===== config.mk =====
export PLATFORM = sky130hd
export DESIGN_NAME = alarm_tone_sequencer_core_flat
export DESIGN_NICKNAME = d
export VERILOG_FILES = /design/src/rtl/ats_pkg.sv /design/src/rtl/ats_ifs.sv /design/src/rtl/alarm_tone_sequencer_core.sv /design/src/flat_wrapper.sv
export SDC_FILE = /design/constraint.sdc
export NUM_CORES = 1
export LEC_CHECK = 0
export ABC_AREA = 0
export BUFFER_PORTS_ARGS = -buffer_cell sky130_fd_sc_hd__buf_2
export CAP_MARGIN = 20
export CORE_UTILIZATION = 45
export CTS_CLUSTER_DIAMETER = 30
export DETAILED_ROUTE_END_ITERATION = 6
export GPL_TIMING_DRIVEN = 0
export SLEW_MARGIN = 40
export SYNTH_ARGS = -nofsm -noshare
export SYNTH_HDL_FRONTEND = slang
export SYNTH_SLANG_ARGS = --single-unit

===== constraint.sdc =====
create_clock -name i_clk -period 18.2 [get_ports i_clk]
set_clock_uncertainty 0.05 [all_clocks]
set_input_delay 5.46 -clock i_clk [delete_from_list [all_inputs] [get_ports i_clk]]
set_output_delay 5.46 -clock i_clk [all_outputs]
set_load 0.01 [all_outputs]

===== src/rtl/ats_pkg.sv =====
// Shared types and constants of the alarm tone sequencer.
package ats_pkg;

    localparam int unsigned DIV_W   = 33;
    localparam int unsigned REM_W   = 17;
    localparam int unsigned CNT_W   = 6;
    localparam int unsigned CFG_W   = 24;
    localparam int unsigned IDX_W   = 3;

    localparam logic [CNT_W-1:0] DIV_STEPS = CNT_W'(DIV_W);

    localparam logic [7:0]  MODE_BEEP      = 8'd1;
    localparam logic [7:0]  MODE_SIREN     = 8'd2;
    localparam logic [7:0]  LAST_MODE_RST  = 8'd255;
    localparam logic [7:0]  COMPARE_RST    = 8'd200;
    localparam logic [7:0]  MAX_COMPARE    = 8'd255;
    localparam logic [16:0] MIN_TONE_HZ    = 17'd100;

    localparam logic [15:0] SWEEP_LOW_RST  = 16'd600;
    localparam logic [15:0] SWEEP_HIGH_RST = 16'd1800;
    localparam logic [15:0] BEEP_HZ_RST    = 16'd1200;
    localparam logic [15:0] SWEEP_HALF_RST = 16'd1000;
    localparam logic [15:0] BEEP_HALF_RST  = 16'd200;
    localparam logic [23:0] TIMER_BASE_RST = 24'd125000;

    typedef enum logic [IDX_W-1:0] {
        REG_SWEEP_LOW  = 3'd0,
        REG_SWEEP_HIGH = 3'd1,
        REG_BEEP_HZ    = 3'd2,
        REG_SWEEP_HALF = 3'd3,
        REG_BEEP_HALF  = 3'd4,
        REG_TIMER_BASE = 3'd5
    } t_reg_idx;

    typedef enum logic [2:0] {
        S_IDLE,
        S_MOD,
        S_TRI,
        S_MUL,
        S_SCALE,
        S_FREQ,
        S_CMP,
        S_DONE
    } t_state;

endpackage


===== src/rtl/ats_ifs.sv =====
// Handshake interfaces of the alarm tone sequencer: input, result and register write.
interface ats_in_if;
    logic        valid;
    logic        ready;
    logic [7:0]  alarm_mode;
    logic [31:0] now_ms;

    modport source (output valid, alarm_mode, now_ms, input ready);
    modport sink   (input valid, alarm_mode, now_ms, output ready);
endinterface

interface ats_out_if;
    logic       valid;
    logic       ready;
    logic       tone_on;
    logic [7:0] compare_value;

    modport source (output valid, tone_on, compare_value, input ready);
    modport sink   (input valid, tone_on, compare_value, output ready);
endinterface

interface ats_cfg_if;
    logic        valid;
    logic        ready;
    logic [2:0]  index;
    logic [23:0] data;

    modport source (output valid, index, data, input ready);
    modport sink   (input valid, index, data, output ready);
endinterface


===== src/rtl/alarm_tone_sequencer_core.sv =====
// Alarm tone sequencer: per-update tone enable and timer compare value.
// Takes one update (mode, time in ms) and returns one result. All division goes
// through a single radix-2 restoring divider, used for the modulo, the sweep
// scaling and the compare in siren mode, for the modulo and the compare in beep
// mode while the tone is on, for the modulo alone while it is off, and not at all in any other mode.
// Input ready is low from the transfer until the result enters the output
// register; the next update may then be taken while that result still waits.
module alarm_tone_sequencer_core
    import ats_pkg::*;
(
    input  logic      i_clk,
    input  logic      i_rst_n,
    ats_in_if.sink    i_in,
    ats_out_if.source o_out,
    ats_cfg_if.sink   i_cfg
);

    logic [15:0] r_sweep_low, r_sweep_high, r_beep_hz, r_sweep_half, r_beep_half;
    logic [23:0] r_timer_base;

    logic [7:0]  r_last_mode, n_last_mode;
    logic [31:0] r_start, n_start;
    logic [7:0]  r_last_cmp, n_last_cmp;

    t_state      r_state, n_state;
    logic        r_siren, n_siren;
    logic        r_on, n_on;
    logic [15:0] r_half, n_half;
    logic [15:0] r_tri, n_tri;

    logic [DIV_W-1:0] r_dq, n_dq;
    logic [REM_W-1:0] r_dr, n_dr;
    logic [REM_W-1:0] r_dd, n_dd;
    logic [CNT_W-1:0] r_cnt, n_cnt;

    logic r_out_valid, n_out_valid;
    logic r_out_on, n_out_on;

    logic             in_xfer;
    logic             out_free;
    logic             t_lt_half;
    logic [REM_W:0]   div_shift;
    logic             div_ge;
    logic [REM_W:0]   div_diff;
    logic [15:0]      in_half_raw;
    logic [15:0]      in_half;
    logic [15:0]      span;
    logic [16:0]      freq;
    logic [16:0]      beep_f;
    logic [23:0]      quot;
    logic [7:0]       cmp_val;

    assign i_cfg.ready    = 1'b1;
    assign i_in.ready     = (r_state == S_IDLE);
    assign in_xfer        = i_in.valid && i_in.ready;
    assign out_free       = !r_out_valid || o_out.ready;

    assign o_out.valid         = r_out_valid;
    assign o_out.tone_on       = r_out_on;
    assign o_out.compare_value = r_last_cmp;

    assign in_half_raw = (i_in.alarm_mode == MODE_SIREN) ? r_sweep_half : r_beep_half;
    assign in_half     = (in_half_raw == 16'd0) ? 16'd1 : in_half_raw;

    assign div_shift = {r_dr, r_dq[DIV_W-1]};
    assign div_ge    = div_shift >= {1'b0, r_dd};
    assign div_diff  = div_shift - {1'b0, r_dd};

    assign t_lt_half = r_dr < {1'b0, r_half};
    assign span      = (r_sweep_high >= r_sweep_low) ? (r_sweep_high - r_sweep_low) : 16'd0;
    assign freq      = {1'b0, r_sweep_low} + r_dq[16:0];
    assign beep_f    = {1'b0, r_beep_hz};
    assign quot      = r_dq[23:0];

    always_comb begin
        if (quot == 24'd0) begin
            cmp_val = 8'd0;
        end else if (quot > 24'd256) begin
            cmp_val = MAX_COMPARE;
        end else begin
            cmp_val = 8'(quot - 24'd1);
        end
    end

    // next state
    always_comb begin
        n_state = r_state;
        unique case (r_state)
            S_IDLE: begin
                if (in_xfer) begin
                    if (i_in.alarm_mode == MODE_SIREN || i_in.alarm_mode == MODE_BEEP) begin
                        n_state = S_MOD;
                    end else begin
                        n_state = S_DONE;
                    end
                end
            end
            S_MOD: begin
                if (r_cnt == '0) n_state = S_TRI;
            end
            S_TRI: begin
                if (r_siren) begin
                    n_state = S_MUL;
                end else if (t_lt_half) begin
                    n_state = S_CMP;
                end else begin
                    n_state = S_DONE;
                end
            end
            S_MUL: n_state = S_SCALE;
            S_SCALE: begin
                if (r_cnt == '0) n_state = S_FREQ;
            end
            S_FREQ: n_state = S_CMP;
            S_CMP: begin
                if (r_cnt == '0) n_state = S_DONE;
            end
            S_DONE: begin
                if (out_free) n_state = S_IDLE;
            end
            default: n_state = S_IDLE;
        endcase
    end

    // datapath
    always_comb begin
        n_last_mode = r_last_mode;
        n_start     = r_start;
        n_last_cmp  = r_last_cmp;
        n_siren     = r_siren;
        n_on        = r_on;
        n_half      = r_half;
        n_tri       = r_tri;
        n_dq        = r_dq;
        n_dr        = r_dr;
        n_dd        = r_dd;
        n_cnt       = r_cnt;
        n_out_valid = r_out_valid && !o_out.ready;
        n_out_on    = r_out_on;

        if (r_cnt != '0) begin
            n_dr  = div_ge ? div_diff[REM_W-1:0] : div_shift[REM_W-1:0];
            n_dq  = {r_dq[DIV_W-2:0], div_ge};
            n_cnt = r_cnt - 1'b1;
        end

        unique case (r_state)
            S_IDLE: begin
                if (in_xfer) begin
                    n_siren = (i_in.alarm_mode == MODE_SIREN);
                    n_on    = 1'b0;
                    n_half  = in_half;
                    n_dr    = '0;
                    n_dd    = {in_half, 1'b0};
                    if (i_in.alarm_mode == MODE_SIREN || i_in.alarm_mode == MODE_BEEP) begin
                        n_cnt = DIV_STEPS;
                    end else begin
                        n_cnt = '0;
                    end
                    if (i_in.alarm_mode != r_last_mode) begin
                        n_last_mode = i_in.alarm_mode;
                        n_start     = i_in.now_ms;
                        n_dq        = '0;
                    end else begin
                        n_dq = {1'b0, i_in.now_ms - r_start};
                    end
                end
            end
            S_TRI: begin
                n_tri = t_lt_half ? r_dr[15:0] : 16'({r_half, 1'b0} - r_dr);
                if (!r_siren && t_lt_half) begin
                    n_on  = 1'b1;
                    n_dq  = {9'd0, r_timer_base};
                    n_dr  = '0;
                    n_dd  = (beep_f < MIN_TONE_HZ) ? MIN_TONE_HZ : beep_f;
                    n_cnt = DIV_STEPS;
                end
            end
            S_MUL: begin
                n_dq  = {1'b0, 32'(span) * 32'(r_tri)};
                n_dr  = '0;
                n_dd  = {1'b0, r_half};
                n_cnt = DIV_STEPS;
            end
            S_FREQ: begin
                n_on  = 1'b1;
                n_dq  = {9'd0, r_timer_base};
                n_dr  = '0;
                n_dd  = (freq < MIN_TONE_HZ) ? MIN_TONE_HZ : freq;
                n_cnt = DIV_STEPS;
            end
            S_DONE: begin
                if (out_free) begin
                    n_out_valid = 1'b1;
                    n_out_on    = r_on;
                    if (r_on) n_last_cmp = cmp_val;
                end
            end
            default: begin
            end
        endcase
    end

    always_ff @(posedge i_clk) begin
        if (!i_rst_n) begin
            r_sweep_low  <= SWEEP_LOW_RST;
            r_sweep_high <= SWEEP_HIGH_RST;
            r_beep_hz    <= BEEP_HZ_RST;
            r_sweep_half <= SWEEP_HALF_RST;
            r_beep_half  <= BEEP_HALF_RST;
            r_timer_base <= TIMER_BASE_RST;
        end else if (i_cfg.valid) begin
            unique case (t_reg_idx'(i_cfg.index))
                REG_SWEEP_LOW:  r_sweep_low  <= i_cfg.data[15:0];
                REG_SWEEP_HIGH: r_sweep_high <= i_cfg.data[15:0];
                REG_BEEP_HZ:    r_beep_hz    <= i_cfg.data[15:0];
                REG_SWEEP_HALF: r_sweep_half <= i_cfg.data[15:0];
                REG_BEEP_HALF:  r_beep_half  <= i_cfg.data[15:0];
                REG_TIMER_BASE: r_timer_base <= i_cfg.data;
                default: begin
                end
            endcase
        end
    end

    always_ff @(posedge i_clk) begin
        if (!i_rst_n) begin
            r_state     <= S_IDLE;
            r_last_mode <= LAST_MODE_RST;
            r_start     <= '0;
            r_last_cmp  <= COMPARE_RST;
            r_cnt       <= '0;
            r_out_valid <= 1'b0;
        end else begin
            r_state     <= n_state;
            r_last_mode <= n_last_mode;
            r_start     <= n_start;
            r_last_cmp  <= n_last_cmp;
            r_cnt       <= n_cnt;
            r_out_valid <= n_out_valid;
        end
    end

    always_ff @(posedge i_clk) begin
        r_siren  <= n_siren;
        r_on     <= n_on;
        r_half   <= n_half;
        r_tri    <= n_tri;
        r_dq     <= n_dq;
        r_dr     <= n_dr;
        r_dd     <= n_dd;
        r_out_on <= n_out_on;
    end

`ifndef SYNTHESIS
    a_div_only_when_running: assert property (@(posedge i_clk) disable iff (!i_rst_n)
        (r_cnt != '0) |-> (r_state == S_MOD || r_state == S_SCALE || r_state == S_CMP))
        else $error("divider stepping outside a divide state");

    a_busy_after_transfer: assert property (@(posedge i_clk) disable iff (!i_rst_n)
        in_xfer |=> (r_state != S_IDLE))
        else $error("sequencer idle right after input transfer");

    a_cmp_only_at_done: assert property (@(posedge i_clk) disable iff (!i_rst_n)
        (r_state != S_DONE) |=> $stable(r_last_cmp))
        else $error("compare value changed outside result stage");
`endif

endmodule


===== src/flat_wrapper.sv =====
// flat-port wrapper written by rule: the top's interface ports become plain ports
module alarm_tone_sequencer_core_flat import ats_pkg::*;
  (i_clk, i_rst_n, i_in_valid, i_in_alarm_mode, i_in_now_ms, i_in_ready, o_out_valid, o_out_tone_on, o_out_compare_value, o_out_ready, i_cfg_valid, i_cfg_index, i_cfg_data, i_cfg_ready);
  ats_in_if i_in_i ();
  ats_out_if o_out_i ();
  ats_cfg_if i_cfg_i ();
  input  logic i_clk;
  input  logic i_rst_n;
  input wire logic [$bits(i_in_i.valid)-1:0] i_in_valid;
  input wire logic [$bits(i_in_i.alarm_mode)-1:0] i_in_alarm_mode;
  input wire logic [$bits(i_in_i.now_ms)-1:0] i_in_now_ms;
  output wire logic [$bits(i_in_i.ready)-1:0] i_in_ready;
  output wire logic [$bits(o_out_i.valid)-1:0] o_out_valid;
  output wire logic [$bits(o_out_i.tone_on)-1:0] o_out_tone_on;
  output wire logic [$bits(o_out_i.compare_value)-1:0] o_out_compare_value;
  input wire logic [$bits(o_out_i.ready)-1:0] o_out_ready;
  input wire logic [$bits(i_cfg_i.valid)-1:0] i_cfg_valid;
  input wire logic [$bits(i_cfg_i.index)-1:0] i_cfg_index;
  input wire logic [$bits(i_cfg_i.data)-1:0] i_cfg_data;
  output wire logic [$bits(i_cfg_i.ready)-1:0] i_cfg_ready;
  assign i_in_i.valid = i_in_valid;
  assign i_in_i.alarm_mode = i_in_alarm_mode;
  assign i_in_i.now_ms = i_in_now_ms;
  assign i_in_ready = i_in_i.ready;
  assign o_out_valid = o_out_i.valid;
  assign o_out_tone_on = o_out_i.tone_on;
  assign o_out_compare_value = o_out_i.compare_value;
  assign o_out_i.ready = o_out_ready;
  assign i_cfg_i.valid = i_cfg_valid;
  assign i_cfg_i.index = i_cfg_index;
  assign i_cfg_i.data = i_cfg_data;
  assign i_cfg_ready = i_cfg_i.ready;
  alarm_tone_sequencer_core u_core (.i_clk(i_clk), .i_rst_n(i_rst_n), .i_in(i_in_i), .o_out(o_out_i), .i_cfg(i_cfg_i));
endmodule

=== Yosys cells after proc, flatten, opt, wreduce, memory -nomap -nowiden ===
Cells that the tools add are included.

* Mux-type cells: 40
* Add/sub/neg operators: 7
* Reductions and logical operators: 30
* Equality and inequality tests: 21
* Magnitude comparators: 6
* Multipliers: 1

{| class="wikitable"
|+ Operator list
! cell !! count
|-
| 33-bit one-hot mux with 4 select lines || 1
|-
| 17-bit 2-to-1 mux || 7
|-
| 33-bit 2-to-1 mux || 3
|-
| 16-bit 2-to-1 mux || 5
|-
| 17-bit one-hot mux with 4 select lines || 1
|-
| 17-bit one-hot mux with 3 select lines || 1
|-
| 16-bit by 16-bit multiplier with 32-bit output || 1
|-
| 32-bit 2-to-1 mux || 1
|-
| 16-bit subtractor || 2
|-
| 32-bit subtractor || 1
|-
| 24-bit by 9-bit greater-than comparator with 1-bit output (second input constant) || 1
|-
| 24-bit zero test || 1
|-
| 6-bit 2-to-1 mux || 4
|-
| 3-bit one-hot mux with 8 select lines || 1
|-
| 3-bit 2-to-1 mux || 7
|-
| 3-bit equality test (second input constant) || 6
|-
| 18-bit by 17-bit greater-or-equal comparator with 1-bit output || 1
|-
| 6-bit one-hot mux with 3 select lines || 1
|-
| 16-bit by 17-bit adder with 17-bit output || 1
|-
| 17-bit by 16-bit less-than comparator with 1-bit output || 1
|-
| 17-bit by 7-bit less-than comparator with 1-bit output (second input constant) || 1
|-
| 17-bit subtractor || 1
|-
| 16-bit greater-or-equal comparator || 1
|-
| 16-bit zero test || 1
|-
| 25 further kinds || 54
|}

* Output and inout port bits: 12
* Bits in registers: 264

=== Depth between registers and ports, before layout ===
Gate-level depths: netlist (run 1).

* Word-level depth: 6
* Mapped depth: 37
* Gate-level depth less buffers: 35

=== Worst setup path after synthesis (run 1) ===
Ideal clock, no wire load.

* Path type: in2reg
* Start point: input i_in_valid
* End point: register u_core.r_dd[0], enable pin
* Path buffers: 4
* Data required time: 17762 ps
* Slack: 9940 ps
* Arrival time: 7822 ps
* Stages on the path: 7
* Path through: clkbuf_1 > and2_1 > clkbuf_1 > a21oi_1 > a21oi_1 > clkbuf_1 > buf_1

* Word-level cells in the longest chain between the ends: 3

{| class="wikitable"
|+ Ends and longest elaborated chain
! what !! line !! text
|-
| from (decl) || flat_wrapper.sv:9 || <nowiki>input wire logic [$bits(i_in_i.valid)-1:0] i_in_valid;</nowiki>
|-
| 1-bit logical AND || alarm_tone_sequencer_core.sv:55 || <nowiki>assign in_xfer = i_in.valid && i_in.ready;</nowiki>
|-
| 2-bit != test (no source line) || -- ||
|-
| 3-bit AND reduction (no source line) || -- ||
|-
| to (signal assigned) || alarm_tone_sequencer_core.sv:251 || <nowiki>r_dd <= n_dd;</nowiki>
|-
| to (decl) || alarm_tone_sequencer_core.sv:33 || <nowiki>logic [REM_W-1:0] r_dd, n_dd;</nowiki>
|}

Every way passes these cells.
A chain may end at the register's enable or synchronous reset.

=== Final worst setup path (run 1) ===
* Start point: register u_core.r_sweep_high[0]
* End point: register u_core.r_dq[27]

* Word-level cells in the longest chain between the ends: 4
* Elaborated cells on any way between the ends: 5

{| class="wikitable"
|+ Ends and longest elaborated chain
! what !! line !! text
|-
| from (decl) || alarm_tone_sequencer_core.sv:18 || <nowiki>logic [15:0] r_sweep_low, r_sweep_high, r_beep_hz, r_sweep_half, r_beep_half;</nowiki>
|-
| from (signal assigned) || alarm_tone_sequencer_core.sv:215 || <nowiki>REG_SWEEP_HIGH: r_sweep_high <= i_cfg.data[15:0];</nowiki>
|-
| 16-bit subtractor or 16-bit greater-or-equal comparator (tied branches) || alarm_tone_sequencer_core.sv:70 || <nowiki>assign span = (r_sweep_high >= r_sweep_low) ? (r_sweep_high - r_sweep_low) : 16'd0;</nowiki>
|-
| 16-bit 2-to-1 mux * || alarm_tone_sequencer_core.sv:70 ||
|-
| 16-bit by 16-bit multiplier with 32-bit output * || alarm_tone_sequencer_core.sv:180 || <nowiki>n_dq = {1'b0, 32'(span) * 32'(r_tri)};</nowiki>
|-
| 33-bit one-hot mux with 4 select lines * || alarm_tone_sequencer_core.sv:147 || <nowiki>unique case (r_state)</nowiki>
|-
| via u_core.n_dq[27] || alarm_tone_sequencer_core.sv:31 || <nowiki>logic [DIV_W-1:0] r_dq, n_dq;</nowiki>
|-
| to (signal assigned) || alarm_tone_sequencer_core.sv:249 || <nowiki>r_dq <= n_dq;</nowiki>
|-
| to (decl) || alarm_tone_sequencer_core.sv:31 ||
|}

Mark *: on every way through the listed nets, which the timed path passes. The rest lies on a longest branch.

==> impl_metrics.py, run 1 <==
metrics = {
    "die": {
        "ios": 84,
        "core_um2": 54350,
        "initial_core_util": 0.4594,
        "fp.dieW_um": 237.6,
        "die_area_um2": 56430,
        "rows": 85,
        "die_h_um": 237.6,
    },
    "hold_path": {
        "min_to": "u_core.r_start[12]$_SDFFE_PN0P_",
        "hold_path.startpoint": "u_core.r_start[12]$_SDFFE_PN0P_",
        "worstHoldPathCells": 2,
        "hold_path.class": "reg -> reg",
    },
    "sta": {
        "hold_violations": 0,
        "finalCritPeriodShare": 0.5335,
        "tns_ps": 0,
        "worst_pin_slew_ps": 888.6,
        "rsz0062_at_grt": "false",
        "slew_violations": 0,
        "clock.fmax_mhz": 103.0,
        "final-setup-viol-count": 0,
        "setup_ws_ps": 8490,
        "slew-limit-headroom": 0.4076,
        "min_period_ps": 9710,
    },
    "clocking": {
        "postCtsSetupBuffers": 0,
        "cts.sinks": 264,
        "clk_latency_ps": 630,
        "cts_tree": "built",
        "clockBufferDepth": 3,
        "cts_buffers": 61,
        "cts_resized": 0,
        "cts_root_buf": "clkbuf_16",
        "h-tree-depth": 2,
        "postCtsHoldBufs": 0,
        "path_clk_slew_ps": 50,
    },
    "layout": {
        "antennaDiodeCount": 0,
        "finalNonFillerCells": 4010,
        "drive_above_1_share": 0.07826,
        "nets": 3710,
        "fill_cells": 5176,
        "syn_to_final_growth_pct": 14.10,
        "final_area_um2": 28490,
    },
    "global_route": {
        "grt_pass1_vias": 22194,
        "grt-ovfl-total": 0,
        "grt_max_degree": 27,
        "track_usage": 0.2907,
        "grt_use_met3": 0.04843,
        "antenna_found_initial": 1,
        "grt_util_met2": 0.4568,
        "grt-busiest-layer": "met2",
        "grt_pass1_wl_um": 126700,
        "use_met1": 0.4024,
    },
    "yosys": {
        "synth.avg_cell_area_um2": 8.120,
        "synth_edf_count": 52,
        "synthArstFlopShare": 0,
        "yosysWarnings": 0,
        "ys.flop_type": "dfxtp_1",
        "synth-seq-cells": 264,
        "synth_area_leader_cell": "dfxtp_1",
        "netlist_instances": 3075,
        "synth_nets": 3566,
        "synthTopCellsByArea": "dfxtp_1 (17%), fa_1 (16%), ha_1 (11%), nand2_1 (8.7%), edfxtp_1 (6.3%)",
        "synth_seq_area_share": 0.2325,
        "yosysUniqueCellTypes": 92,
        "synthesis.area_um2": 24970,
        "synth_top_area_share": 0.1700,
    },
    "run_status": {
        "outcome": "completed",
    },
    "route": {
        "routed_wl_um": 80860,
        "drc": 0,
        "drtIter0Drc": 1970,
        "drt_first_pass_iters": 6,
        "routedWlPerCell_um": 20.16,
        "vias_per_cell": 5.602,
        "detail-route-antenna-nets": 0,
        "vias": 22464,
    },
    "worst_setup_path": {
        "crit_required_ps": 18620,
        "worst-path-max-fanout": 10,
        "reg2reg_slack_ps": 8490,
        "timing.rr.start": "u_core.r_sweep_high[0]$_SDFFE_PN0P_",
        "worstPathBufferInverterCount": 9,
        "arrival_ps": 10130,
        "crit_type": "reg -> reg",
        "rr_endpoint": "u_core.r_dq[27]$_DFF_P_",
        "cpPeakStageDelay_ps": 680,
        "r2r_cells": 36,
        "crit_family": "adder cells",
        "startpoint_type": "flop",
        "end_kind": "flop",
        "cp_slowest_cell": "nor2_1",
    },
    "place": {
        "io_buffers": 81,
        "place.gp.congestion": 0.9544,
        "placed_cells": 3895,
        "placed_cell_area_um2": 26320,
        "place_hpwl_um": 65070,
        "pre_cts_ws_ps": 8544,
    },
    "flow_run": {
        "drv_cap": 0,
    },
}
==> cells by family (layout without fill, tap and decap cells) <==
family	Yosys count	in the layout	synth area share
other	1	1	0.0001502
AOI/OAI and AO/OA	633	633	0.1648
adders and majority gates	419	419	0.2698
muxes	40	40	0.01614
DFF	264	264	0.2325
buffers and inverters	494	690	0.07602
and+or+nand+nor	1113	1113	0.2014
xor gates and xnor gates	111	111	0.03924
==> stage by stage <==
| step | hold slack (ps) | utilization |
|---|---|---|
| 6_report | 402.6 | 0.5242 |
| 5_1_grt | 420.8 | 0.5242 |
| 4_1_cts | 403.6 | 0.5239 |
| 3_5_place_dp | 397.5 | 0.4843 |
| 3_3_place_gp | 391.1 | 0.4839 |
| 2_1_floorplan | 382.9 | - |
==> cell type report <==
| class | count | area, um2 | share of cell area |
|---|---|---|---|
| plain buffers | 127 | 531.8 | 0.01866 |
| clock buffers | 76 | 1694 | 0.05946 |
| clock inverters | 39 | 459.2 | 0.01612 |
| inverters | 367 | 1378 | 0.04835 |
| multi-input cells | 2317 | 17290 | 0.6069 |
| flip-flops and latches | 264 | 5806 | 0.2038 |
| well taps | 739 | 924.6 | 0.03246 |
| repair buffers | 81 | 405.4 | 0.01423 |
==> how the worst max path moves through the flow <==
| stage | start | endpoint | slack, ps | cells past startpoint |
|---|---|---|---|---|
| after floorplan | i_in_valid | u_core.r_dd[0]$_DFFE_PP_ | 9940 | 7 |
| after global routing | u_core.r_sweep_high[0]$_SDFFE_PN0P_ | u_core.r_dq[27]$_DFF_P_ | 7950 | 36 |
| final | u_core.r_sweep_high[0]$_SDFFE_PN0P_ | u_core.r_dq[27]$_DFF_P_ | 8490 | 36 |
| after CTS | u_core.r_sweep_low[0]$_SDFFE_PN0P_ | u_core.r_dq[31]$_DFF_P_ | 8510 | 35 |
| after global placement | i_in_valid | u_core.r_dd[9]$_DFFE_PP_ | 8270 | 7 |
| after detailed placement | u_core.r_sweep_high[0]$_SDFFE_PN0P_ | u_core.r_dq[31]$_DFF_P_ | 8540 | 36 |
==> layout by cell type, fill, tap and decap left out, types with 16 or more instances in the layout <==
master     instances
mux2i_1           38
xnor2_1           69
clkbuf_16         62
o22ai_1           16
dfxtp_1          212
nand2b_1          33
xor2_1            41
and2_1           123
nand2_1          582
clkbuf_1         100
a21oi_1          248
o21ai_0           90
nor2b_1           25
a21o_1            44
inv_1            366
ha_1             220
a211oi_1          33
edfxtp_1          52
nor2_1           158
nand3_1           69
nor3_1            36
a222oi_1          17
buf_2             99
fa_1             199
==> state kept, by name, summed over array words and instances (netlist names), 17 cells and up <==
register and count:
u_core.r_dr 17, u_core.r_timer_base 24, u_core.r_start 32, u_core.r_dq 33, u_core.r_dd 17
==> worst register-to-register path: cells and delay by family, from the launching register on <==
| kind | cells | cell delay (ps) |
|---|---|---|
| buffers and inverters | 9 | 1050 |
| DFF | 1 | 370 |
| adders and majority gates | 9 | 3980 |
| AOI/OAI and AO/OA | 12 | 2690 |
| and+or+nand+nor | 6 | 1490 |
==> cell usage after synthesis (all sizes together) (5+ instances only) <==
cell type	count
inv	366
o211ai	15
nor2b	25
xor2	41
edfxtp	52
a222oi	17
nor2	160
nand2b	33
a211o	14
nand3	69
fa	199
nand4	15
a211oi	35
mux2i	38
and4	6
nand2	582
o21bai	15
clkbuf	102
and3	15
nor4	11
buf	25
a22oi	6
a31oi	16
o21ai	106
ha	220
a221oi	15
o221ai	10
a21o	46
o22ai	16
a21oi	249
nor3	40
o21a	11
a21boi	5
xnor2	70
and2	123
a2111oi	6
o31a	6
o31ai	6
dfxtp	212
or3	15
==> routing by layer <==
layer  vias up  share of wire
met4         4          0.037
met1     10844           0.44
met5         -        0.00038
met3       146          0.075
li1      10630              -
met2       840           0.44
Power of run 1 is not shown: default switching activity piles up to over one toggle a cycle in this logic, so the estimate is an artifact.
==> run 2, diff against run 1 <==
--- a/config.mk
+++ b/config.mk
@@ -5,7 +5,7 @@
 export SDC_FILE = /design/constraint.sdc
 export NUM_CORES = 1
 export LEC_CHECK = 0
-export ABC_AREA = 0
+export ABC_AREA = 1
 export BUFFER_PORTS_ARGS = -buffer_cell sky130_fd_sc_hd__buf_2
 export CAP_MARGIN = 20
 export CORE_UTILIZATION = 45
==> constraint.sdc (replaced) <==
create_clock -name i_clk -period 9.7 [get_ports i_clk]
set_clock_uncertainty 0.05 [all_clocks]
set_input_delay 2.91 -clock i_clk [delete_from_list [all_inputs] [get_ports i_clk]]
set_output_delay 2.91 -clock i_clk [all_outputs]
set_load 0.01 [all_outputs]
==> impl_metrics.py, run 2 <==
metrics = {
    "worst_setup_path": {
        "end_kind": "flop",
        "crit_required_ps": 10130,
        "crit_top_cell": "fa_1",
        "cp_slowest_cell": "fa_1",
        "crit_type": "reg -> reg",
        "cpPeakStageDelay_ps": 600,
        "worst-path-max-fanout": 10,
        "arrival_ps": 8690,
        "startpoint_type": "flop",
    },
    "die": {
        "ios": 84,
        "die_area_um2": 58640,
        "die_h_um": 242.2,
        "fp.dieW_um": 242.2,
        "rows": 87,
        "initial_core_util": 0.4576,
        "core_um2": 56710,
    },
    "route": {
        "drt_first_pass_iters": 6,
        "vias_per_cell": 5.421,
        "detail-route-antenna-nets": 0,
        "routedWlPerCell_um": 19.64,
        "drtIter0Drc": 2238,
        "routed_wl_um": 91250,
        "vias": 25192,
        "drc": 0,
    },
    "layout": {
        "largest-register": "u_core.r_dq",
        "top_regs": "u_core.r_dq x33, u_core.r_start x32, u_core.r_timer_base x24",
        "seqCellArea_um2": 5806,
        "final_common_cell": "nand2_1",
        "nets": 4329,
        "final_area_um2": 29700,
        "fill_cells": 5689,
        "drive_above_1_share": 0.07763,
        "final_cell_mix": "nand2_1 (835), inv_1 (587), nor2_1 (445), o21ai_0 (258), a21oi_1 (230)",
        "largest_reg_flops": 33,
        "multiInputGateArea_um2": 17400,
        "syn_to_final_growth_pct": 14.42,
    },
    "yosys": {
        "synthArstFlopShare": 0,
        "synth_area_leader_cell": "dfxtp_1",
        "netlist_instances": 3688,
        "synth_seq_area_share": 0.2237,
        "synth_top_family_by_area": "simple AND/OR/NAND/NOR gates",
        "synth.avg_cell_area_um2": 7.037,
        "synth-seq-cells": 264,
        "synth_compound_area_frac": 0.1230,
        "yosysWarnings": 0,
        "synth_fa_ha_area_frac": 0.2596,
        "synthTopCellsByArea": "dfxtp_1 (16%), fa_1 (15%), nand2_1 (12%), ha_1 (11%), inv_1 (8.5%)",
        "yosys.area_share.simple": 0.2701,
        "ys.flop_type": "dfxtp_1",
        "synthesis.area_um2": 25950,
        "synth_nets": 4179,
        "synth_top_area_share": 0.1635,
        "synth_edf_count": 52,
        "yosysUniqueCellTypes": 62,
        "muxShareOfSynthArea": 0.0003857,
        "netlist_top_cells_count": "nand2_1 (835), inv_1 (587), nor2_1 (445)",
        "synth.most_common_cell": "nand2_1",
        "yosys.area_share.xor_xnor": 0.01687,
    },
    "hold_path": {
        "hold_path.class": "reg -> reg",
    },
    "clocking": {
        "clockBufferDepth": 3,
        "postCtsHoldBufs": 0,
        "cts_resized": 0,
        "cts_root_buf": "clkbuf_16",
        "cts_buffers": 67,
        "clk_latency_ps": 640,
        "cts_tree": "built",
        "path_clk_slew_ps": 50,
        "postCtsSetupBuffers": 0,
        "cts.sinks": 264,
        "h-tree-depth": 3,
    },
    "global_route": {
        "track_usage": 0.3122,
        "grt-ovfl-total": 0,
        "grt_pass1_wl_um": 140400,
        "grt_pass1_vias": 23860,
        "grt_max_degree": 26,
        "antenna_found_initial": 1,
    },
    "sta": {
        "slew-limit-headroom": 0.4026,
        "hold_violations": 0,
        "slew_violations": 0,
        "worst_pin_slew_ps": 896.1,
        "tns_ps": 0,
        "finalCritPeriodShare": 0.8514,
        "rsz0062_at_grt": "false",
        "min_period_ps": 8258,
        "clock.fmax_mhz": 121.1,
        "final-setup-viol-count": 0,
    },
    "place": {
        "placed_cell_area_um2": 27310,
        "place_hpwl_um": 74030,
        "place.gp.congestion": 0.9633,
        "io_buffers": 81,
    },
    "flow_run": {
        "drv_cap": 0,
    },
    "run_status": {
        "outcome": "completed",
    },
}
run 2: per-layer routing:
metal,track usage,up-vias,part of all wire
met4,0.1415,2,0.046
met1,0.4318,11731,0.44
met3,0.05716,205,0.085
met2,0.4724,1090,0.43
met5,0,-,0.00012
li1,-,12164,-
run 2: stage by stage:
stage / setup WS (ps) / hold slack, ps / std cells / util
floorplan: 3032 / 372.8 / 3688 / -
global placement: 1663 / 390.1 / 4525 / 0.4815
detailed placement: 1628 / 393.7 / 4525 / 0.4816
CTS: 1540 / 394.6 / 4646 / 0.5235
global route: 1010 / 424.6 / 4646 / 0.5236
finish: 1442 / 398.2 / 4647 / 0.5236
run 2: worst paths after layout:
path                                        startpoint                       to  slack, ps  cells past startpoint
hold / removal    u_core.r_timer_base[22]$_SDFFE_PN0P_  u_core.r_dq[22]$_DFF_P_        400                      2
hold reg to reg   u_core.r_timer_base[22]$_SDFFE_PN0P_  u_core.r_dq[22]$_DFF_P_        400                      2
setup / recovery    u_core.r_sweep_low[0]$_SDFFE_PN0P_  u_core.r_dq[22]$_DFF_P_       1440                     31
setup reg to reg    u_core.r_sweep_low[0]$_SDFFE_PN0P_  u_core.r_dq[22]$_DFF_P_       1440                     31
run 2: critical path, delay by kind of cell, from the launching register on:
family / cells / cell delay [ps]
AOI/OAI and AO/OA: 5 / 1110
adders and majority gates: 9 / 4220
buffers and inverters: 7 / 850
DFF: 1 / 500
and+or+nand+nor: 10 / 1330
run 2: area by class of cell:
cell class / instances / area share
multi-input cells: 2712 / 0.5860
flip-flops and latches: 264 / 0.1955
inverters: 610 / 0.07736
clock buffers: 76 / 0.05928
well taps: 756 / 0.03185
clock inverters: 45 / 0.02077
plain buffers: 102 / 0.01551
repair buffers: 81 / 0.01365
diodes: 1 / 0.00008427
run 2: logic make-up after synthesis:
kind of cell | Yosys count
muxes | 1
xor gates and xnor gates | 50
other | 1
AOI/OAI and AO/OA | 587
adders and majority gates | 419
buffers and inverters | 712
DFF | 264
and+or+nand+nor | 1654
Power of run 2 is left out for the same reason.
